--- src/rtl/aiq_pkg.sv ---
`timescale 1ns / 1ps

package aiq_pkg;

    localparam int CHANNELS = 64;
    localparam int CHAN_W   = $clog2(CHANNELS);
    localparam int Q_DEPTH  = 2;

    localparam logic [6:0] CHAN_LIMIT = 7'(CHANNELS);

    localparam logic [1:0] CFG_OPEN_DELAY        = 2'd0;
    localparam logic [1:0] CFG_REMINDER_INTERVAL = 2'd1;
    localparam logic [1:0] CFG_CLOSE_DELAY       = 2'd2;

    localparam logic [1:0] ST_OK = 2'd0;

    localparam logic [1:0] EV_OPENED    = 2'd0;
    localparam logic [1:0] EV_REMINDER  = 2'd1;
    localparam logic [1:0] EV_RECOVERED = 2'd2;

    typedef logic [CHAN_W-1:0] chan_idx_t;

    typedef struct packed {
        logic [5:0]  channel;
        logic [1:0]  status;
        logic [47:0] now;
    } in_item_t;

    typedef struct packed {
        logic [1:0]  event_kind;
        logic [5:0]  event_channel;
        logic [1:0]  severity;
        logic [31:0] hit_count;
        logic [47:0] opened_time;
        logic [47:0] event_time;
    } out_item_t;

    typedef struct packed {
        logic [31:0] onset_hold;
        logic [31:0] reminder_interval;
        logic [31:0] calm_hold;
    } cfg_t;

    // queue head as seen by the back end
    typedef struct packed {
        logic     valid;
        in_item_t item;
    } q_head_t;

    typedef struct packed {
        logic [47:0] first_problem_time;
        logic        first_problem_valid;
        logic [47:0] last_notice_time;
        logic [47:0] recovery_start_time;
        logic        recovery_pending;
        logic [31:0] problem_count;
        logic        incident_active;
        logic        ever_opened;
        logic [1:0]  last_severity;
    } entry_t;

    typedef enum logic {
        BK_IDLE,
        BK_EXEC
    } bk_state_t;

endpackage

--- src/rtl/aiq_front.sv ---
`timescale 1ns / 1ps

module aiq_front (
    input  logic              clk,
    input  logic              rst_n,
    input  logic              item_valid,
    output logic              item_stall,
    input  aiq_pkg::in_item_t item,
    output logic              push,
    output aiq_pkg::in_item_t push_item,
    input  logic              q_full
);
    import aiq_pkg::*;

    logic     stage_valid_reg;
    logic     stage_valid_next;
    in_item_t stage_item_reg;
    logic     in_range;
    logic     take;

    // channels beyond the table are dropped here
    assign in_range   = ({1'b0, item.channel} < CHAN_LIMIT);
    assign push       = stage_valid_reg && !q_full;
    assign push_item  = stage_item_reg;
    assign item_stall = stage_valid_reg && q_full;
    assign take       = item_valid && !item_stall;

    always_comb
    begin
        stage_valid_next = stage_valid_reg;
        if (push)
        begin
            stage_valid_next = 1'b0;
        end
        if (take)
        begin
            stage_valid_next = in_range;
        end
    end

    always_ff @(posedge clk or negedge rst_n)
    begin
        if (!rst_n)
        begin
            stage_valid_reg <= 1'b0;
        end
        else
        begin
            stage_valid_reg <= stage_valid_next;
        end
    end

    always_ff @(posedge clk)
    begin
        if (take)
        begin
            stage_item_reg <= item;
        end
    end

endmodule

--- config.mk ---
export PLATFORM = sky130hd
export DESIGN_NAME = aiq_front
export DESIGN_NICKNAME = d
export VERILOG_FILES = /design/src/rtl/aiq_pkg.sv /design/src/rtl/aiq_front.sv
export SDC_FILE = /design/constraint.sdc
export NUM_CORES = 1
export LEC_CHECK = 0
export BUFFER_PORTS_ARGS = -buffer_cell sky130_fd_sc_hd__buf_2
export CAP_MARGIN = 40
export CORE_MARGIN = 3
export CORE_UTILIZATION = 43
export DETAILED_ROUTE_END_ITERATION = 12
export PLACE_DENSITY_LB_ADDON = 0.05
export RECOVER_POWER = 25
export SLEW_MARGIN = 30
export SYNTH_ARGS = -nofsm -noshare
export SYNTH_HDL_FRONTEND = slang
export SYNTH_SLANG_ARGS = --single-unit
--- constraint.sdc ---
create_clock -name clk -period 13.4 [get_ports clk]
set_clock_uncertainty 0.2 [all_clocks]
set_input_delay 1.34 -clock clk [delete_from_list [all_inputs] [get_ports clk]]
set_output_delay 1.34 -clock clk [all_outputs]
set_load 0.02 [all_outputs]
Word-level counts from Yosys, hierarchy flattened. Cells that the tools add are included.

Bits in registers: 57. Input bits: 60. Output and inout bits: 58. Logic and storage cells: 12.

Multiplexer cells: 2. Reduce and logical (&&, ||, !) cells: 6.

Operator list (number): 1-bit logical AND (3); 1-bit logical NOT (2); 1-bit 2-to-1 mux (2); 2-bit nonzero test (1).

Depth between registers and ports, before layout. Gate-level depths: netlist of the first run.

Word-level depth: 4. Gate-level depth with buffers: 1.

Worst setup path after synthesis of the first run. No wires, ideal clock.

Path type: input-to-reg. Start point: in item_valid. End point: reg stage_item_reg, in the netlist push_item[0], enable pin. Library setup time: 556 ps. Arrival time: 5438 ps. Slack: 7206 ps. Stages: 1. Buffers on the path: 0. Cell sequence: a21boi_0.

Cells in the longest elaborated chain, start to end: 1.

Ends and longest elaborated chain: start: declaration (line aiq_front.sv:6) `input logic item_valid,`; 1-bit logical AND (line aiq_front.sv:26) `assign take = item_valid && !item_stall;`; end signal: assignment (line aiq_front.sv:57) `stage_item_reg <= item;`; end: declaration (line aiq_front.sv:17) `in_item_t stage_item_reg;`.

No other way between the ends. A chain may end at the register's enable or synchronous reset.

Worst setup path in the final report of the first run.
Start point: in q_full. End point: out push.

Cells in the longest elaborated chain, start to end: 2.

Ends and longest elaborated chain: start: declaration (line aiq_front.sv:11) `input logic q_full`; 1-bit logical NOT (line aiq_front.sv:23) `assign push = stage_valid_reg && !q_full;`; 1-bit logical AND (line aiq_front.sv:23); end: declaration (line aiq_front.sv:9) `output logic push,`.

No other way between the ends.

==> summary.md, run 1 <==
| Metric | Value |
|---|---|
| Gates resized, CTS repair | `0` |
| Tcrit/Tclk final | `between 20% and 30%` |
| Final min period | `3380 ps` |
| CP endpoint kind | `primary output` |
| Vias per inst | `4.305` |
| Syn. warnings | `0` |
| Crit-path max FO | `4` |
| Starting DRT DRC Count | `62` |
| CP Launch Type | `input pin` |
| Tot GR Track Use | `between 10% and 20%` |
| LEAKAGE | `0.001113 uW` |
| Hold Violations, Final | `0` |
| Hold-fix buffers, CTS | `0` |
| Max-slew headroom | `50.18%` |
| Chip height | `around 70 um` |
| Share of layout cells above drive strength 1 | `approximately 69%` |
| Clock buffer depth | `2` |
| Synth-to-Final Area Change | `47.05%` |
| Finished Core Util | `67.82%` |
| Initial Util | `46.12%` |
| Hold Path Class | `register to register` |
| Total of max-cap violations | `0` |
| Via count | `1046` |
| Number of buffers added on ports | `117` |
| Max-slew violations | `0` |
| Die ar. | `just under 0.005 mm2` |
| RSZ-0062 raised after global routing | `false` |
| DRT Pass-1 Iters | `4` |
| Pre-CTS WS | `10010 ps` |
| Top Ports | `118` |
| Post-DRT Antenna Nets | `0` |
| Clock sink count | `57` |
| Final TNS setup | `0 ps` |
| Drt drc | `0` |
| Worst-Skew Late Latency | `310 ps` |
| Status | `finished clean` |
| Syn Area/Cell | `28.51 um2` |
| Slew @ Worst Pin | `between 700 and 800 ps` |
| Clock root cell | `clkbuf_8` |
| WP data required | `around 12000 ps` |
| Hold WS | `394.3 ps` |
| Setup-failing EPs final | `0` |
| CTS tree | `built` |
| First-pass GRT wire length | `5064 um` |
| F_max | `295.8 MHz` |
| H-tree depth | `3` |
| Worst-path clk slew | `60 ps` |
| Crit path DAT | `about 1800 ps` |
| Setup Buffers After CTS | `0` |
| TritonCTS Buffers | `9` |
| Setup CP Type | `input pin to primary output` |
| Rows | `22` |
| Setup ws final | `10020 ps` |
| Peak supply drop | `between 0.00008 and 0.00009 V` |
| Pwr Density | `144.0 mW/mm2` |
| Count of nets after finishing | `250` |
| Largest net degree at the start of global routing | `33` |
| CORE AREA | `approximately 0.0038 mm2` |
| Cells after Synth | `61` |
| #FFs+latches synth | `57` |
| Synthesized net count | `121` |
| GPL Wtd Cong | `0.7084` |
| Initial antenna violation count | `0` |
| Routed WL per cell | `14.05 um` |
| Grt ovf | `0` |
| WL final | `3415 um` |
| Max reg flops | `56` |
| Vias in the first global route | `1099` |
| Netlist Area Pre-Place | `0.001739 mm2` |
| Seq/Total Area, Yosys | `98.13%` |
| Synth cell types | `6` |
| Die X | `69.60 um` |
| Antenna diode count | `0` |
layout by cell type, fill, tap and decap left out:
master | Yosys | layout
dfrtp_1 | 1 | 1
and2_2 | 1 | 1
edfxtp_1 | 56 | 56
buf_4 | 0 | 1
a21boi_4 | 0 | 1
and2b_2 | 1 | 1
clkinv_1 | 0 | 2
a21o_2 | 1 | 1
clkbuf_8 | 0 | 9
clkbuf_1 | 0 | 2
buf_2 | 0 | 117
clkinv_2 | 0 | 3
power breakdown:
group | switching, uW | internal [uW] | total, uW
sequential | 2.33 | 208 | 210
clock | 58.4 | 64.7 | 123
combinational | 21.9 | 13.1 | 35.0
total | 82.6 | 286 | 368
synthesized netlist by cell type:
library cell   n  area (um2)
and2_2         1       7.510
a21o_2         1       8.760
edfxtp_1      56        1682
and2b_2        1       8.760
dfrtp_1        1       25.02
a21boi_0       1       7.510
final timing paths:
path                            startpoint         endpoint  slack [ps]  depth (start not counted)
max                                 q_full             push       10020                          3
min                        stage_valid_reg  stage_valid_reg         390                          1
max reg2reg                stage_valid_reg    push_item[24]       11300                          2
min reg2reg                stage_valid_reg  stage_valid_reg         390                          1
max in group asynchronous            rst_n  stage_valid_reg       12330                          1
min in group asynchronous            rst_n  stage_valid_reg         590                          1
cell type report:
type                       instances  area, um2
timing repair buffer             118      593.1
clock inverter                     5      22.52
fill                             277       1214
clock buffer                      11      131.4
tap                               48      60.06
multi-input combinational          4      43.79
sequential                        57       1707
kinds of logic (layout without fill, tap and decap cells):
family                 count (synthesis)  in the layout  synth area share [%]
flip-flops                            57             57                 98.13
AO/OA/AOI/OAI                          2              2                0.9355
buffers and inverters                  0            134                     0
AND/OR/NAND/NOR                        2              2                0.9355
routing by layer:
metal  GRT usage [%]  wire (um)  vias up  share of wire [%]
met5               0          0        -                  0
met4           9.761         82        0                2.4
met3           8.406        452        8                 13
met2           23.73       1724       72                 50
met1           14.00       1156      463                 34
li1                -          -      503                  -
through the flow:
stage | instance area [um2] | std cells | total power, uW
after floorplan | 1739 | 61 | 232.1
after global placement | 2404 | 227 | 248.2
after detailed placement | 2404 | 227 | 249.7
after CTS | 2557 | 243 | 373.6
after global routing | 2557 | 243 | 387.1
final | 2557 | 243 | 368.3
worst max-delay path, stage by stage:
cell,delay (ps)
buf_2,130
and2b_2,220
buf_2,150
Note: power is estimated with default switching activity, not from simulation.
==> run 2: changes to the inputs <==
--- a/config.mk
+++ b/config.mk
@@ -8,7 +8,7 @@
 export BUFFER_PORTS_ARGS = -buffer_cell sky130_fd_sc_hd__buf_2
 export CAP_MARGIN = 40
 export CORE_MARGIN = 3
-export CORE_UTILIZATION = 43
+export CORE_UTILIZATION = 36
 export DETAILED_ROUTE_END_ITERATION = 12
 export PLACE_DENSITY_LB_ADDON = 0.05
 export RECOVER_POWER = 25
==> constraint.sdc (replaced) <==
create_clock -name clk -period 2.9 [get_ports clk]
set_clock_uncertainty 0.2 [all_clocks]
set_input_delay 0.29 -clock clk [delete_from_list [all_inputs] [get_ports clk]]
set_output_delay 0.29 -clock clk [all_outputs]
set_load 0.02 [all_outputs]
==> run 2 against run 1 <==
  * Register-to-register slack worse by 9900 ps
  * Non-clock buffer count increased by 59
  * Power increased to 4.8 times the previous value
  * Highest routed layer unchanged
  * Critical path depth rose by 1
  * Core utilization increased by 2.0 points
==> summary.md, run 2 (synthesis results as in run 1) <==
| Metric | Value |
|---|---|
| Largest net degree at the start of global routing | `33` |
| Max-slew violations | `0` |
| Die X | `75.51 um` |
| Setup-failing EPs final | `0` |
| F_max | `590.0 MHz` |
| Pwr Density | `559.1 mW/mm2` |
| Antenna diode count | `0` |
| Via count | `1289` |
| Chip height | `75.51 um` |
| LEAKAGE | `around 0.0014 uW` |
| CTS tree | `built` |
| Slew @ Worst Pin | `~380 ps` |
| Vias per inst | `4.226` |
| Tcrit/Tclk final | `about three fifths` |
| Initial Util | `38.61%` |
| CP endpoint kind | `register` |
| Setup CP Type | `input pin to register` |
| CP max stage delay | `520 ps` |
| H-tree depth | `3` |
| Grt ovf | `0` |
| GR Util met3 | `approximately 6.7%` |
| Commonest non-fill, non-tap cell in the layout | `buf_2` |
| Crit-path max FO | `32` |
| Starting DRT DRC Count | `50` |
| Hold Path Class | `input pin to register` |
| Setup Buffers After CTS | `0` |
| Routed WL per cell | `13.42 um` |
| Status | `finished clean` |
| GPL Wtd Cong | `0.6233` |
| WP data required | `2670 ps` |
| CORE AREA | `0.004504 mm2` |
| DRT Pass-1 Iters | `4` |
| Rows | `24` |
| First-pass GRT wire length | `5809 um` |
| Synth-to-Final Area Change | `80.72%` |
| Worst-Skew Late Latency | `around 310 ps` |
| Number of buffers added on ports | `around 120` |
| Drt drc | `0` |
| GR Util met1 | `13.46%` |
| Pre-CTS WS | `1376 ps` |
| RSZ-0062 raised after global routing | `false` |
| Peak supply drop | `0.0003364 V` |
| Clock sink count | `57` |
| Share of layout cells above drive strength 1 | `52.17%` |
| Vias in the first global route | `1324` |
| Setup ws final | `1205 ps` |
| Worst-path clk slew | `50 ps` |
| Tot GR Track Use | `14.55%` |
| Count of nets after finishing | `a little over 300` |
| R2R setup slack | `1410 ps` |
| Cells after DPL | `around 230` |
| Max-slew headroom | `74.58%` |
| CP Launch Type | `input pin` |
| Placed cell area | `0.002416 mm2` |
| Max reg flops | `56` |
| GRT busiest layer | `met2` |
| Met2 GRT Util | `25.79%` |
| Hold Violations, Final | `0` |
| Clock buffer depth | `2` |
| WL final | `roughly 4000 um` |
| Initial antenna violation count | `0` |
| Commonest cells after routing, fill and taps aside | `117 x buf_2, 58 x dlygate4sd3_1, 56 x edfxtp_1` |
| Die ar. | `0.005701 mm2` |
| TritonCTS Buffers | `9` |
| Post-route cell area | `0.003143 mm2` |
| Worst path cell trace | `dlygate4sd3_1 > buf_2 > a21boi_4 > buf_4` |
| Total of max-cap violations | `0` |
| Final min period | `1695 ps` |
| Crit path DAT | `1470 ps` |
| Non-Filler Instances | `305` |
| Post-DRT Antenna Nets | `0` |
| Clock root cell | `clkbuf_8` |
| Top Ports | `~120` |
| Hold WS | `69.07 ps` |
| Final TNS setup | `0 ps` |
| Slowest stage cell, crit path | `dlygate4sd3_1` |
==> run 2: final cells by class <==
class / count / area [um2]
Sequential cell: 57 / 1707
Fill cell: 320 / 1361
Timing Repair Buffer: 177 / 1181
Clock buffer: 14 / 142.6
Tap cell: 52 / 65.06
Multi-Input combinational cell: 4 / 43.79
Clock inverter: 1 / 3.754
==> run 2: stage by stage <==
stage	util (%)	power, uW
2_1_floorplan	-	1068
3_3_place_gp	53.64	1149
3_5_place_dp	53.64	1156
4_1_cts	69.78	1779
5_1_grt	69.78	1836
6_report	69.78	1757
==> run 2: path summary, 6_finish.rpt <==
kind,start,endpoint,cells after the start
max,item_valid,push_item[4],4
min,q_full,stage_valid_reg,2
max reg2reg,stage_valid_reg,push_item[4],2
min reg2reg,stage_valid_reg,stage_valid_reg,1
max in group asynchronous,rst_n,stage_valid_reg,2
min in group asynchronous,rst_n,stage_valid_reg,2
==> run 2: critical path: cells and delay by family <==
family	cells	cell delay, ps
buffers and inverters	3	1000
AO/OA/AOI/OAI	1	170
==> run 2: routing by layer <==
layer	routed length, um	share of wire [%]
met5	0	0
met4	60	1.5
met3	397	9.7
met2	2251	55
met1	1383	34
==> run 2: what timing repair did <==
action | 4_1_cts | 5_1_grt
endpoints found under the setup margin | 0 | 0
hold endpoints to repair | 58 | 0
hold buffers | 58 | 0
resized for setup | 0 | 0
==> run 2: report_power, final <==
part / internal (uW) / leakage (uW) / switching [uW]
logic: 112 / 0.000735 / 114
registers: 960 / 0.000544 / 10.4
clock network: 304 / 0.0000722 / 257
==> run 3: changes to the inputs <==
--- a/config.mk
+++ b/config.mk
@@ -8,7 +8,7 @@
 export BUFFER_PORTS_ARGS = -buffer_cell sky130_fd_sc_hd__buf_2
 export CAP_MARGIN = 40
 export CORE_MARGIN = 3
-export CORE_UTILIZATION = 36
+export CORE_UTILIZATION = 40
 export DETAILED_ROUTE_END_ITERATION = 12
 export PLACE_DENSITY_LB_ADDON = 0.05
 export RECOVER_POWER = 25
==> constraint.sdc (replaced) <==
create_clock -name clk -period 1.65 [get_ports clk]
set_clock_uncertainty 0.2 [all_clocks]
set_input_delay 0.165 -clock clk [delete_from_list [all_inputs] [get_ports clk]]
set_output_delay 0.165 -clock clk [all_outputs]
set_load 0.02 [all_outputs]
==> run 3 against run 2 <==
  * Critical endpoint is now stage_valid_reg
  * Clock-buffer cell count shrank 2
  * Critical path type unchanged
  * Critical path depth is the same
  * Register-to-register slack lost 1300 ps
  * Largest cell class unchanged
  * Clock power grew 74%
==> summary.md, run 3 (synthesis results as in run 1) <==
| Metric | Value |
|---|---|
| WL final | `4314 um` |
| Slew @ Worst Pin | `228.3 ps` |
| Routed WL per cell | `14.19 um` |
| TritonCTS Buffers | `9` |
| Rows | `23` |
| Die ar. | `0.005175 mm2` |
| Most used cell, CP | `dlygate4sd3_1` |
| Part of the power in the clock network | `a little under a third` |
| Worst-Skew Late Latency | `310 ps` |
| GRT busiest layer | `met2` |
| Worst path cell trace | `dlygate4sd3_1 > buf_2 > a21o_2 > dlygate4sd3_1` |
| Synth-to-Final Area Change | `82.16%` |
| Final min period | `1538 ps` |
| Commonest cells after routing, fill and taps aside | `116 x buf_2, 60 x dlygate4sd3_1, 56 x edfxtp_1` |
| GR Util met1 | `roughly 17%` |
| Gates resized, CTS repair | `0` |
| Setup CP Type | `input pin to register` |
| Total of max-cap violations | `0` |
| Sw Pwr | `680.8 uW` |
| Via count | `around 1300` |
| GR Util met3 | `7.895%` |
| Placed cell area | `approximately 0.0024 mm2` |
| Die X | `71.94 um` |
| Crit-path max FO | `2` |
| Combinational share of power | `13.2%` |
| Number of buffers added on ports | `117` |
| Commonest non-fill, non-tap cell in the layout | `buf_2` |
| Largest net degree at the start of global routing | `45` |
| Met2 GRT Util | `a little under a third` |
| Status | `finished clean` |
| Hold Violations, Final | `0` |
| First-pass GRT wire length | `6506 um` |
| Setup Buffers After CTS | `0` |
| Worst-path clk slew | `60 ps` |
| Setup-failing EPs final | `0` |
| Power, Total | `3093 uW` |
| Sequential Power Share | `a little under three fifths` |
| CORE AREA | `about 0.0041 mm2` |
| RSZ-0062 raised after global routing | `false` |
| Max reg flops | `56` |
| LEAKAGE | `0.001359 uW` |
| Max-slew headroom | `84.78%` |
| Post-DRT Antenna Nets | `0` |
| Starting DRT DRC Count | `98` |
| CP endpoint kind | `register` |
| Worst Setup SP | `item_valid` |
| Hold-fix buffers, CTS | `60` |
| Initial antenna violation count | `0` |
| Hold Path Class | `input pin to register` |
| Pwr Density | `~980 mW/mm2` |
| Switching portion of total power | `22.01%` |
| Initial Util | `between 40% and 50%` |
| Vias in the first global route | `around 1400` |
| CP Launch Type | `input pin` |
| H-tree depth | `3` |
| Count of nets after finishing | `just over 300` |
| Share of layout cells above drive strength 1 | `51.57%` |
| Antenna diode count | `0` |
| CP max stage delay | `550 ps` |
| Tot GR Track Use | `17.45%` |
| Drt drc | `0` |
| CTS tree | `built` |
| Max-slew violations | `0` |
| Clock buffer depth | `2` |
| WP data required | `1640 ps` |
| Top Ports | `118` |
| Total internal power | `2412 uW` |
| DRT Pass-1 Iters | `4` |
| Hold Crit Start | `q_full` |
| Tcrit/Tclk final | `93.22%` |
| Clock sink count | `57` |
| F_max | `650.1 MHz` |
| Peak supply drop | `around 0.00086 V` |
| Vias per inst | `roughly 4.3` |
| Chip height | `just over 70 um` |
| Final TNS setup | `0 ps` |
| Crit path DAT | `1530 ps` |
| Worst R2R Start | `stage_valid_reg` |
| Post-route cell area | `0.003168 mm2` |
| Slowest stage cell, crit path | `dlygate4sd3_1` |
| Fillers | `240` |
| Clock root cell | `clkbuf_8` |
| GPL Wtd Cong | `0.6915` |
| Grt ovf | `0` |
==> run 3: cell count changes in the layout (fill, tap and decap cells not counted), sizes merged <==
cell,before,now
buf,119,118
clkbuf,14,13
dlygate4sd3,58,60
clkinv,1,2
==> run 3: power groups by stage <==
stage / Clock (uW) / Combinational [uW] / Sequential [uW]
floorplan: 0 / 37.3 / 1840
global placement: 0 / 291 / 1730
detailed placement: 0 / 299 / 1740
CTS: 1000 / 410 / 1710
global route: 1080 / 437 / 1710
finish: 976 / 409 / 1710
==> run 3: stage by stage <==
step                      setup WS, ps  utilization, %  std cells  hold slack [ps]
after floorplan                 -354.4               -         61           -330.6
after global placement           270.6           59.37        230           -260.1
after detailed placement         245.3           59.37        230           -259.3
after CTS                        126.7           77.56        304            200.0
after global routing             103.3           77.53        304            223.1
final                            111.9           77.53        304            222.6
==> run 3: area by class of cell <==
class	instances	area, um2	area share, %
Timing Repair Buffer	179	1212	38.27
Clock buffer	12	135.1	4.265
Tap cell	50	62.56	1.975
Multi-Input combinational cell	4	43.79	1.382
Clock inverter	2	7.507	0.2370
Sequential cell	57	1707	53.87
==> run 3: routing by layer <==
layer,share of wire (%),up-vias
met5,0,-
met2,55,73
met4,1.2,0
met1,32,599
li1,-,624
met3,11,5
==> run 3: final timing paths <==
path / cells past startpoint / slack (ps) / end
max: 4 / 110 / stage_valid_reg
min: 3 / 220 / push_item[30]
max reg2reg: 2 / 150 / stage_valid_reg
min in group asynchronous: 3 / 490 / stage_valid_reg
min reg2reg: 2 / 690 / push_item[30]
max in group asynchronous: 3 / 660 / stage_valid_reg
==> run 3: worst max-delay path, delay by kind of cell <==
kind                   cells  cell delay (ps)
AOI/OAI and AO/OA          1              170
buffers and inverters      3             1190
