### config.mk
export PLATFORM = sky130hd
export DESIGN_NAME = aiq_queue
export DESIGN_NICKNAME = d
export VERILOG_FILES = /design/src/rtl/aiq_pkg.sv /design/src/rtl/aiq_queue.sv
export SDC_FILE = /design/constraint.sdc
export NUM_CORES = 1
export LEC_CHECK = 0
export ABC_AREA = 1
export BUFFER_PORTS_ARGS = -buffer_cell sky130_fd_sc_hd__buf_2
export CORE_MARGIN = 2
export CORE_UTILIZATION = 56
export DETAILED_ROUTE_END_ITERATION = 10
export PLACE_DENSITY = 0.95
export SLEW_MARGIN = 20
export SYNTH_ARGS = -nofsm -noshare
export SYNTH_HDL_FRONTEND = slang
export SYNTH_SLANG_ARGS = --single-unit
### constraint.sdc
create_clock -name clk -period 6.2 [get_ports clk]
set_clock_uncertainty 0.2 [all_clocks]
set_input_delay 0.93 -clock clk [delete_from_list [all_inputs] [get_ports clk]]
set_output_delay 0.93 -clock clk [all_outputs]
set_load 0.1 [all_outputs]
### src/rtl/aiq_pkg.sv
`timescale 1ns / 1ps

package aiq_pkg;

    localparam int CHANNELS = 64;
    localparam int CHAN_W   = $clog2(CHANNELS);
    localparam int Q_DEPTH  = 2;

    localparam logic [6:0] CHAN_LIMIT = 7'(CHANNELS);

    localparam logic [1:0] CFG_OPEN_DELAY        = 2'd0;
    localparam logic [1:0] CFG_REMINDER_INTERVAL = 2'd1;
    localparam logic [1:0] CFG_CLOSE_DELAY       = 2'd2;

    localparam logic [1:0] ST_OK = 2'd0;

    localparam logic [1:0] EV_OPENED    = 2'd0;
    localparam logic [1:0] EV_REMINDER  = 2'd1;
    localparam logic [1:0] EV_RECOVERED = 2'd2;

    typedef logic [CHAN_W-1:0] chan_idx_t;

    typedef struct packed {
        logic [5:0]  channel;
        logic [1:0]  status;
        logic [47:0] now;
    } in_item_t;

    typedef struct packed {
        logic [1:0]  event_kind;
        logic [5:0]  event_channel;
        logic [1:0]  severity;
        logic [31:0] hit_count;
        logic [47:0] opened_time;
        logic [47:0] event_time;
    } out_item_t;

    typedef struct packed {
        logic [31:0] onset_hold;
        logic [31:0] reminder_interval;
        logic [31:0] calm_hold;
    } cfg_t;

    // queue head as seen by the back end
    typedef struct packed {
        logic     valid;
        in_item_t item;
    } q_head_t;

    typedef struct packed {
        logic [47:0] first_problem_time;
        logic        first_problem_valid;
        logic [47:0] last_notice_time;
        logic [47:0] recovery_start_time;
        logic        recovery_pending;
        logic [31:0] problem_count;
        logic        incident_active;
        logic        ever_opened;
        logic [1:0]  last_severity;
    } entry_t;

    typedef enum logic {
        BK_IDLE,
        BK_EXEC
    } bk_state_t;

endpackage

### src/rtl/aiq_queue.sv
`timescale 1ns / 1ps

module aiq_queue (
    input  logic              clk,
    input  logic              rst_n,
    input  logic              push,
    input  aiq_pkg::in_item_t push_item,
    output logic              full,
    output aiq_pkg::q_head_t  head,
    input  logic              pop
);
    import aiq_pkg::*;

    localparam int PTR_W = $clog2(Q_DEPTH);

    in_item_t          slot_reg [Q_DEPTH];
    logic [PTR_W-1:0]  wr_ptr_reg;
    logic [PTR_W-1:0]  rd_ptr_reg;
    logic [PTR_W:0]    count_reg;
    logic [PTR_W:0]    count_next;
    logic              do_push;
    logic              do_pop;

    assign full       = (count_reg == (PTR_W + 1)'(Q_DEPTH));
    assign head.valid = (count_reg != '0);
    assign head.item  = slot_reg[rd_ptr_reg];
    assign do_push    = push && !full;
    assign do_pop     = pop && head.valid;

    always_comb
    begin
        count_next = count_reg;
        if (do_push && !do_pop)
        begin
            count_next = count_reg + 1'b1;
        end
        else if (do_pop && !do_push)
        begin
            count_next = count_reg - 1'b1;
        end
    end

    always_ff @(posedge clk or negedge rst_n)
    begin
        if (!rst_n)
        begin
            wr_ptr_reg <= '0;
            rd_ptr_reg <= '0;
            count_reg  <= '0;
        end
        else
        begin
            count_reg <= count_next;
            if (do_push)
            begin
                wr_ptr_reg <= (wr_ptr_reg == PTR_W'(Q_DEPTH - 1)) ? '0 : wr_ptr_reg + 1'b1;
            end
            if (do_pop)
            begin
                rd_ptr_reg <= (rd_ptr_reg == PTR_W'(Q_DEPTH - 1)) ? '0 : rd_ptr_reg + 1'b1;
            end
        end
    end

    always_ff @(posedge clk)
    begin
        if (do_push)
        begin
            slot_reg[wr_ptr_reg] <= push_item;
        end
    end

endmodule

Word level (Yosys, flattened, before mapping)
Memories as Yosys holds them, arrays and structs flattened.
Cells that the tools add are included.
{ "word_totals": {"reg_bits": 4, "ramBits": 112, "n_memories": 1} }
{ "op_classes": {"n_addsub": 4, "n_eq_ne": 1, "n_mux": 6, "reduce_logical": 9} }
{ "mem_list": {"columns": ["memory", "depth", "word_bits", "rd", "rd_ports_with_merged_regs", "wr", "line_no", "rtl"], "rows": [
  ["slot_reg", 2, 56, 1, 0, 1, "aiq_queue.sv:16", "in_item_t slot_reg [Q_DEPTH];"]
]} }
{ "op_table": {"columns": ["operator", "n"], "rows": [
  ["1-bit logical AND", 4],
  ["1-bit 2-to-1 mux", 4],
  ["2-bit 2-to-1 mux", 2],
  ["2-bit nonzero test", 2],
  ["1-bit logical NOT", 3],
  ["1-bit adder (second input constant)", 2],
  ["2-bit by 1-bit adder with 2-bit output (second input constant)", 1],
  ["2-bit == test (second input constant)", 1],
  ["2-bit by 1-bit subtractor with 2-bit output (second input constant)", 1]
]} }

Logic depth before layout (Yosys ltp)
Gate-level depths: netlist (run 1).
{ "depth": {"word_depth": 7, "ltp_mapped": 9, "mapped_depth_nobuf": 9} }

Least setup slack after synthesis (run 1)
Ideal clock, no wire load.
{ "synth_path": {"path_kind": "input-to-reg", "from": "input push", "to": "memory slot_reg[1][0] (netlist bit), enable pin", "setup_ps": 470, "arrival_ps": 3380, "path_slack_ps": 2150, "path_stages": 2, "path_buffers": 0, "path_cell_list": "o21ai_0 > nor2_1"} }
{ "synth_between": {"elab_chain_len": 3} }
{ "synth_lines": {"columns": ["item", "line_no", "rtl"], "rows": [
  ["start: declaration", "aiq_queue.sv:6", "input logic push,"],
  ["1-bit logical AND", "aiq_queue.sv:27", "assign do_push = push && !full;"],
  ["1-bit 2-to-1 mux", "aiq_queue.sv:67", "if (do_push)"],
  ["1-bit 2-to-1 mux (not written as such)", "aiq_queue.sv:69", "slot_reg[wr_ptr_reg] <= push_item;"],
  ["end: declaration", "aiq_queue.sv:16", null]
]} }
Every way passes these cells.

==> results of run 1 <==
==> cells in the final DEF, fill, tap and decap left out <==
master | Yosys | routed
clkbuf_8 | 0 | 1
inv_1 | 7 | 6
nor2_1 | 3 | 2
clkinvlp_4 | 0 | 4
dfrtp_1 | 4 | 3
inv_6 | 0 | 3
dfrtp_2 | 0 | 1
ha_1 | 1 | 1
clkbuf_16 | 0 | 16
nand3_1 | 2 | 2
xnor2_1 | 1 | 1
o21ai_0 | 1 | 1
bufinv_16 | 0 | 3
edfxtp_1 | 112 | 112
nor2_4 | 0 | 1
buf_4 | 5 | 1
buf_2 | 7 | 117
inv_4 | 0 | 1
clkinv_2 | 0 | 1
clkinv_4 | 0 | 3
nand4_1 | 1 | 1
inv_2 | 1 | 1
clkinv_1 | 0 | 1
nand2_1 | 179 | 179
==> through the flow <==
| step | setup WS (ns) | utilization [%] | hold slack, ns | instances |
|---|---|---|---|---|
| after detailed placement | 2.67 | 67.5 | 0.266 | 529 |
| after floorplan | 2.15 | - | 0.242 | 324 |
| final | 2.16 | 75.6 | 0.0330 | 561 |
| after CTS | 2.14 | 75.6 | 0.00574 | 561 |
| after global routing | 1.89 | 75.6 | 0.00531 | 561 |
| after global placement | 2.75 | 67.5 | 0.258 | 529 |
==> metal layers <==
| metal | share of wire, % | vias to the layer above | track usage, % |
|---|---|---|---|
| li1 | - | 1341 | - |
| met1 | 39 | 1255 | 22.3 |
| met2 | 53 | 103 | 34.7 |
| met3 | 6.9 | 10 | 8.80 |
| met4 | 0.90 | 0 | 6.19 |
| met5 | 0 | - | 0 |
==> worst paths after layout <==
check                      startpoint            to  slack [ns]
max                        rd_ptr_reg      head[18]        2.16
min                             rst_n  count_reg[0]        0.03
max reg2reg                rd_ptr_reg    rd_ptr_reg        3.79
min reg2reg                wr_ptr_reg    wr_ptr_reg        0.28
max in group asynchronous       rst_n    rd_ptr_reg        5.63
min in group clk           wr_ptr_reg    wr_ptr_reg        0.28
==> worst max-delay path: stages, from the launching register on <==
cell and delay, ns:
dfrtp_2 0.79, inv_2 0.89, nand2_1 0.16, nand2_1 0.12, buf_2 0.43
==> cells by family (layout without fill, tap and decap cells) <==
family,after synthesis,after routing
buffers and inverters,20,158
DFF,116,116
xor gates and xnor gates,1,1
AOI/OAI and AO/OA,1,1
and+or+nand+nor,185,185
adders and majority gates,1,1
==> cell type report <==
cell class	instances	area (µm²)	area share (%)
inverters	8	32.5	0.587
clock inverters	15	181	3.27
repair buffers	118	593	10.7
flip-flops and latches	116	3460	62.5
clock buffers	17	414	7.47
well taps	99	124	2.23
multi-input cells	188	733	13.2
==> impl_metrics.env, run 1 <==
export IMPL_drt_wl_total_um=7990
export IMPL_r2r_cells=3
export IMPL_gr_total_overflow=0
export IMPL_min_period_over_period_pct=65.1
export IMPL_postLayoutCellArea_um2=5540
export IMPL_drv_cap=0
export IMPL_io_pins=118
export IMPL_postCtsHoldBufs=0
export IMPL_synth_compound_area_share_pct=0.117
export IMPL_grt_max_degree=59
export IMPL_cts_buffers_inserted=17
export IMPL_fmax_mhz=248
export IMPL_drt_iter0_drc=195
export IMPL_post_cts_resized=0
export IMPL_syn_area_um2=4290
export IMPL_yosysWarnings=0
export IMPL_postPlaceCellArea_um2=4950
export IMPL_endpoint_kind="output pin"
export IMPL_coreArea_um2=7330
export IMPL_synth_net_count=385
export IMPL_rsz0062_at_grt="false"
export IMPL_setup_tns_ns=0
export IMPL_synth_seq_cells=116
export IMPL_slew_viol_final=0
export IMPL_dieHeight_um=91.5
export IMPL_synth_area_per_cell_um2=13.2
export IMPL_clk_pin_slew_ns=0.06
export IMPL_critPathKind="reg2out"
export IMPL_die_area_um2=8380
export IMPL_setup_viol=0
export IMPL_die_width_um=91.5
export IMPL_worstMarginPinSlew_ns=1.06
export IMPL_yosys_area_share_simple_pct=16.3
export IMPL_diodes=0
export IMPL_clk_path_buf_depth=2
export IMPL_tritoncts="done"
export IMPL_routabilityCongestion=0.721
export IMPL_place_hpwl_um=4920
export IMPL_cts_root_buf="clkbuf_8"
export IMPL_portBuffers=117
export IMPL_grt_antenna_before_repair=0
export IMPL_start_util_pct=58.5
export IMPL_drive_gt1_share_pct=33.1
export IMPL_vias_per_cell=4.83
export IMPL_fillers=465
export IMPL_drc=0
export IMPL_htree_levels=4
export IMPL_row_count=31
export IMPL_startpoint_type="flop"
export IMPL_grt_pass1_vias=2736
export IMPL_crit_fanout=58
export IMPL_fin_crit_ns=4.04
export IMPL_synth_xor_area_share_pct=0.204
export IMPL_drt_pass1_iter_count=4
export IMPL_yosysMostFrequentCell="nand2_1"
export IMPL_synth_top_cell_area_share_pct=78.4
export IMPL_vias=2709
export IMPL_grt_pass1_wl_um=12600
export IMPL_finalHoldViolCount=0
export IMPL_synth_seq_area_share_pct=80.7
export IMPL_cts_setup_buffers=0
export IMPL_yosysTopAreaCell="edfxtp_1"
export IMPL_ant_nets=0
export IMPL_gr_usage_all_layers_pct=20.1
export IMPL_layout_nets=510
export IMPL_yosys_most_used_dff="edfxtp_1"
export IMPL_ys_top_cells_by_area="edfxtp_1, nand2_1, dfrtp_1"
export IMPL_clock_latency_ns=0.49
export IMPL_syn_inst=324
export IMPL_status="complete, no violations"
export IMPL_arrival_ns=2.91
export IMPL_muxShareOfSynthArea_pct=0
export IMPL_synthAdderAreaFrac_pct=0.292
export IMPL_synth_cell_types=13
export IMPL_synth_edf_count=112
export IMPL_async_flop_share_pct=3.45
export IMPL_netlist_top_cells_count="nand2_1, edfxtp_1, buf_2, inv_1, buf_4"
export IMPL_cts_sinks=116
export IMPL_largest_reg_flops=112
export IMPL_syn2layout_area_growth_pct=29.2
export IMPL_routedWlPerCell_um=14.2
export IMPL_slew_headroom_pct=29.5
export IMPL_required_ns=5.07
export IMPL_hold_path_class="in2async"
export IMPL_synth_top_family_by_area="simple AND/OR/NAND/NOR gates"
Power of run 1 is not shown: default switching activity piles up to over one toggle a cycle in this logic, so the estimate is an artifact.
==> run 2: changes to the inputs <==
--- a/config.mk
+++ b/config.mk
@@ -8,9 +8,9 @@
 export ABC_AREA = 1
 export BUFFER_PORTS_ARGS = -buffer_cell sky130_fd_sc_hd__buf_2
 export CORE_MARGIN = 2
-export CORE_UTILIZATION = 56
+export CORE_UTILIZATION = 47
 export DETAILED_ROUTE_END_ITERATION = 10
-export PLACE_DENSITY = 0.95
+export PLACE_DENSITY = 0.87
 export SLEW_MARGIN = 20
 export SYNTH_ARGS = -nofsm -noshare
 export SYNTH_HDL_FRONTEND = slang
==> constraint.sdc (replaced) <==
create_clock -name clk -period 3.4 [get_ports clk]
set_clock_uncertainty 0.2 [all_clocks]
set_input_delay 0.51 -clock clk [delete_from_list [all_inputs] [get_ports clk]]
set_output_delay 0.51 -clock clk [all_outputs]
set_load 0.1 [all_outputs]
==> run 2 against run 1 <==
Critical path depth is the same; clock-buffer cell count grew 2; worst setup slack lost 1.8 ns; utilization shrank 7.0 points; worst hold slack gained 0.0065 ns; sequential share of layout area shrank 5.2 points; sequential cell count is the same; die area grew 18%; non-clock buffer count grew 57; cell area grew 9.1%; via count grew 9.4%; first-iteration DRC count shrank 19%.
==> impl_metrics.env, run 2 (synthesis results as in run 1) <==
export IMPL_htree_levels=4
export IMPL_cts_root_buf="clkbuf_8"
export IMPL_syn2layout_area_growth_pct=40.8
export IMPL_min_path_cells=1
export IMPL_vias_per_cell=4.73
export IMPL_arrival_ns=2.30
export IMPL_vias=2963
export IMPL_setup_tns_ns=0
export IMPL_postLayoutCellArea_um2=6040
export IMPL_critPathBufInv=2
export IMPL_final_cells=626
export IMPL_critPathTopFamily="buffers and inverters"
export IMPL_start_util_pct=48.7
export IMPL_max_stage_delay_ns=0.67
export IMPL_drt_pass1_iter_count=6
export IMPL_post_cts_resized=0
export IMPL_routedWlPerCell_um=14.3
export IMPL_rsz0062_at_grt="false"
export IMPL_drc=0
export IMPL_drive_gt1_share_pct=29.3
export IMPL_drt_wl_total_um=8960
export IMPL_status="complete, no violations"
export IMPL_die_width_um=99.6
export IMPL_setup_viol=0
export IMPL_layout_common_cells="nand2_1, buf_2, edfxtp_1, dlygate4sd3_1, clkbuf_16"
export IMPL_io_pins=118
export IMPL_gr_total_overflow=0
export IMPL_tritoncts="done"
export IMPL_row_count=34
export IMPL_cp_cell_sequence="inv_2 > nand2_1 > nand2_1 > buf_2"
export IMPL_endpoint_kind="output pin"
export IMPL_grt_pass1_vias=3121
export IMPL_grt_antenna_before_repair=0
export IMPL_min_period_over_period_pct=88.4
export IMPL_worstMarginPinSlew_ns=0.927
export IMPL_grt_max_degree=58
export IMPL_postPlaceCellArea_um2=4990
export IMPL_slew_viol_final=0
export IMPL_routabilityCongestion=0.702
export IMPL_drv_cap=0
export IMPL_r2r_cells=6
export IMPL_required_ns=2.69
export IMPL_clk_pin_slew_ns=0.06
export IMPL_clk_path_buf_depth=2
export IMPL_coreArea_um2=8810
export IMPL_portBuffers=117
export IMPL_drt_iter0_drc=158
export IMPL_r2r_start="count_reg[1]"
export IMPL_slew_headroom_pct=38.1
export IMPL_clock_latency_ns=0.48
export IMPL_cts_buffers_inserted=17
export IMPL_layout_nets=567
export IMPL_finalHoldViolCount=0
export IMPL_final_common_cell="nand2_1"
export IMPL_fmax_mhz=333
export IMPL_gr_usage_all_layers_pct=19.1
export IMPL_hold_end="slot_reg[0][1]"
export IMPL_dieHeight_um=99.6
export IMPL_cts_setup_buffers=0
export IMPL_startpoint_type="flop"
export IMPL_ant_nets=0
export IMPL_cts_sinks=116
export IMPL_utilization_pct=68.6
export IMPL_die_area_um2=9910
export IMPL_hold_path_startpoint="push_item[1]"
export IMPL_place_hpwl_um=5090
export IMPL_worst_path_max_delay_cell="inv_2"
export IMPL_grt_pass1_wl_um=14300
export IMPL_ff2ff_setup_slack_ns=1.31
export IMPL_rr_endpoint="slot_reg[0][6]"
export IMPL_hold_path_class="in2reg"
export IMPL_largest_reg_flops=112
export IMPL_critical_path_most_common_cell="nand2_1"
export IMPL_critPathKind="reg2out"
export IMPL_fin_crit_ns=3.01
export IMPL_diodes=0
export IMPL_place_inst=541
export IMPL_crit_fanout=57
## run 2: layout make-up
cell class,count,area [µm²]
clock buffer,19,422
clock inverter,12,91.3
fill,610,2760
inverter,8,30.0
multi-input combinational,188,733
sequential,116,3460
tap,108,135
timing repair buffer,175,1170
## run 2: how the worst max path moves through the flow
| stage | cells after the start | slack, ns | endpoint | start |
|---|---|---|---|---|
| CTS | 4 | 0.35 | head[48] | rd_ptr_reg |
| detailed placement | 4 | 0.90 | head[48] | rd_ptr_reg |
| global route | 4 | 0.19 | head[13] | rd_ptr_reg |
| floorplan | 4 | 0.08 | slot_reg[0][0] | count_reg[0] |
| finish | 4 | 0.39 | head[19] | rd_ptr_reg |
| global placement | 4 | 0.93 | head[6] | rd_ptr_reg |
## run 2: stage by stage
stage | hold slack, ns | worst slack, ns
3_3_place_gp | 0.119 | 0.929
3_5_place_dp | 0.121 | 0.899
4_1_cts | 0.00120 | 0.349
5_1_grt | 0.00500 | 0.192
6_report | 0.0395 | 0.394
2_1_floorplan | 0.0144 | 0.0797
## run 2: metal layers
metal / vias to the layer above / GRT usage, % / part of all wire [%]
met2: 99 / 35.1 / 55
met4: 0 / 7.48 / 0.81
li1: 1452 / - / -
met3: 6 / 5.34 / 4.7
met1: 1406 / 20.6 / 39
met5: - / 0 / 0
## run 2: worst reg2reg max path: stages, from the launching register on
cell	delay [ns]
dfrtp_1	0.38
inv_1	0.11
nor2_1	0.06
nor2_1	0.15
nand2_1	0.11
inv_2	0.46
buf_12	0.30
## run 2: what timing repair did
action / in CTS / in global routing
hold buffers: 52 / 2
setup endpoints to repair: 0 / 0
endpoints found under the hold margin: 105 / 4
Power of run 2 is left out for the same reason.
==> run 3: changes to the inputs <==
--- a/config.mk
+++ b/config.mk
@@ -5,12 +5,12 @@
 export SDC_FILE = /design/constraint.sdc
 export NUM_CORES = 1
 export LEC_CHECK = 0
-export ABC_AREA = 1
 export BUFFER_PORTS_ARGS = -buffer_cell sky130_fd_sc_hd__buf_2
 export CORE_MARGIN = 2
 export CORE_UTILIZATION = 47
 export DETAILED_ROUTE_END_ITERATION = 10
 export PLACE_DENSITY = 0.87
+export REMOVE_ABC_BUFFERS = 1
 export SLEW_MARGIN = 20
 export SYNTH_ARGS = -nofsm -noshare
 export SYNTH_HDL_FRONTEND = slang
==> run 3 against run 2 <==
Register-to-register slack worse by 0.14 ns; die area up 1.5%; first-iteration DRC count down 51%; routed wire length down 11%; clock-buffer cell count unchanged; sequential share of layout area down 1.2 points; critical path depth down 2; cell count down 20%; cell area up 2.3%; sequential cell count unchanged; worst hold slack worse by 0.013 ns; highest routed layer unchanged.
==> impl_metrics.env, run 3 <==
export IMPL_status="complete, no violations"
export IMPL_yosysWarnings=0
export IMPL_cts_root_buf="clkbuf_8"
export IMPL_synth_cell_types=15
export IMPL_worstMarginPinSlew_ns=0.913
export IMPL_hold_path_class="in2reg"
export IMPL_die_area_um2=10100
export IMPL_drt_pass1_iter_count=4
export IMPL_clk_pin_slew_ns=0.05
export IMPL_gr_total_overflow=0
export IMPL_yosys_most_used_dff="edfxtp_1"
export IMPL_pre_cts_ws_ns=0.892
export IMPL_yosysMostFrequentCell="edfxtp_1"
export IMPL_arrival_ns=2.29
export IMPL_ant_nets=0
export IMPL_place_inst=417
export IMPL_drive_gt1_share_pct=52.3
export IMPL_syn_area_um2=4360
export IMPL_final_common_cell="buf_2"
export IMPL_syn_inst=193
export IMPL_fillers=625
export IMPL_drv_cap=0
export IMPL_grt_antenna_before_repair=0
export IMPL_crit_fanout=57
export IMPL_row_count=35
export IMPL_gr_usage_all_layers_pct=16.6
export IMPL_slew_viol_final=0
export IMPL_multiInputGateArea_um2=842
export IMPL_netlist_top_cells_count="edfxtp_1, mux2_4, mux2_2"
export IMPL_muxShareOfSynthArea_pct=17.0
export IMPL_critPathTopFamily="flip-flops"
export IMPL_drt_iter0_drc=78
export IMPL_rsz0062_at_grt="false"
export IMPL_synth_area_per_cell_um2=22.6
export IMPL_yosysTopAreaCell="edfxtp_1"
export IMPL_crit_cells=2
export IMPL_synthAdderAreaFrac_pct=0.287
export IMPL_fin_crit_ns=3.00
export IMPL_min_period_over_period_pct=88.4
export IMPL_min_path_cells=1
export IMPL_coreArea_um2=9110
export IMPL_clock_latency_ns=0.49
export IMPL_ys_top_cells_by_area="edfxtp_1, mux2_4, mux2_2"
export IMPL_slew_headroom_pct=39.1
export IMPL_vias_per_cell=4.76
export IMPL_drc=0
export IMPL_dieHeight_um=100
export IMPL_grt_max_degree=58
export IMPL_clk_path_buf_depth=2
export IMPL_final_cells=503
export IMPL_setup_viol=0
export IMPL_max_stage_delay_ns=1.00
export IMPL_synth_xor_area_share_pct=1.00
export IMPL_synth_seq_area_share_pct=79.4
export IMPL_synth_top_family_by_area="multiplexers"
export IMPL_layout_nets=440
export IMPL_synth_top_cell_area_share_pct=77.2
export IMPL_cp_cell_sequence="mux2_2 > buf_2"
export IMPL_synth_edf_count=112
export IMPL_io_pins=118
export IMPL_required_ns=2.69
export IMPL_routedWlPerCell_um=15.9
export IMPL_post_cts_resized=0
export IMPL_critPathBufInv=1
export IMPL_cts_sinks=116
export IMPL_cts_buffers_inserted=17
export IMPL_yosys_area_share_simple_pct=0.775
export IMPL_layout_area_seq_um2=3470
export IMPL_vias=2394
export IMPL_largest_reg_flops=112
export IMPL_r2r_cells=4
export IMPL_synth_seq_cells=116
export IMPL_start_util_pct=47.9
export IMPL_diodes=0
export IMPL_die_width_um=100
export IMPL_synth_compound_area_share_pct=0
export IMPL_async_flop_share_pct=3.45
export IMPL_worst_path_max_delay_cell="dfrtp_4"
export IMPL_finalHoldViolCount=0
export IMPL_grt_pass1_wl_um=12200
export IMPL_grt_pass1_vias=2500
export IMPL_setup_ws_ns=0.395
export IMPL_fmax_mhz=333
export IMPL_portBuffers=117
export IMPL_htree_levels=4
export IMPL_critPathKind="reg2out"
export IMPL_endpoint_kind="output pin"
export IMPL_cts_setup_buffers=0
export IMPL_drt_wl_total_um=8000
export IMPL_tritoncts="done"
export IMPL_place_hpwl_um=4690
export IMPL_routabilityCongestion=0.677
export IMPL_hold_ws_ns=0.0261
export IMPL_startpoint_type="flop"
export IMPL_layout_common_cells="buf_2, edfxtp_1, dlygate4sd3_1, mux2_4, mux2_2"
export IMPL_syn2layout_area_growth_pct=41.8
-- run 3: cell count changes after synthesis, sizes merged, moves of 2 or more --
| cell | delta |
|---|---|
| mux2 | +56 |
| nand2 | -177 |
| buf | -6 |
| nand3 | -2 |
| xnor2 | +2 |
| inv | -6 |
| xor2 | +2 |
-- run 3: worst paths after layout --
path	startpoint	end	slack, ns
max	rd_ptr_reg	head[32]	0.40
min in group asynchronous	rst_n	count_reg[1]	0.16
min	push_item[16]	slot_reg[0][16]	0.03
max reg2reg	count_reg[0]	slot_reg[0][52]	1.17
max in group asynchronous	rst_n	rd_ptr_reg	2.69
min reg2reg	count_reg[1]	count_reg[1]	0.33
-- run 3: cell type report --
cell class                      count  area share (%)
Clock buffer                       19            6.82
Clock inverter                     13            2.27
Inverter                            2           0.121
Multi-Input combinational cell     69            13.6
Sequential cell                   116            56.1
Tap cell                          111            2.25
Timing Repair Buffer              173            18.9
-- run 3: cells by family (layout without fill, tap and decap cells) --
| family | Yosys count | count (layout) |
|---|---|---|
| xor+xnor | 5 | 5 |
| fa+ha+maj | 1 | 1 |
| buf+inv | 8 | 207 |
| flops | 116 | 116 |
| mux | 56 | 56 |
| simple gates | 7 | 7 |
-- run 3: worst reg2reg max path: cells and delay by family, from the launching register on --
kind,cells,cell delay (ns)
and+or+nand+nor,3,0.98
DFF,1,0.41
buffers and inverters,1,0.30
-- run 3: stage by stage --
stage | setup TNS (ns) | cell area [µm²] | util, %
2_1_floorplan | -13.37 | 4300 | -
4_1_cts | 0 | 6150 | 67.6
3_3_place_gp | 0 | 5080 | 55.8
3_5_place_dp | 0 | 5080 | 55.8
6_report | 0 | 6180 | 67.9
5_1_grt | 0 | 6180 | 67.9
-- run 3: timing repair --
item                                    in CTS  in global routing
hold endpoints to repair                   102                  6
endpoints found under the setup margin       0                  0
hold buffers                                51                  3
-- run 3: layer usage --
layer	up-vias	GRT usage, %	wire length, µm	part of all wire [%]
li1	1133	-	-	-
met1	1169	18.2	3140	39
met2	82	29.8	4410	55
met3	10	5.92	363	4.5
met4	0	6.11	88	1.1
met5	-	0	0	0
Power of run 3 is left out for the same reason.
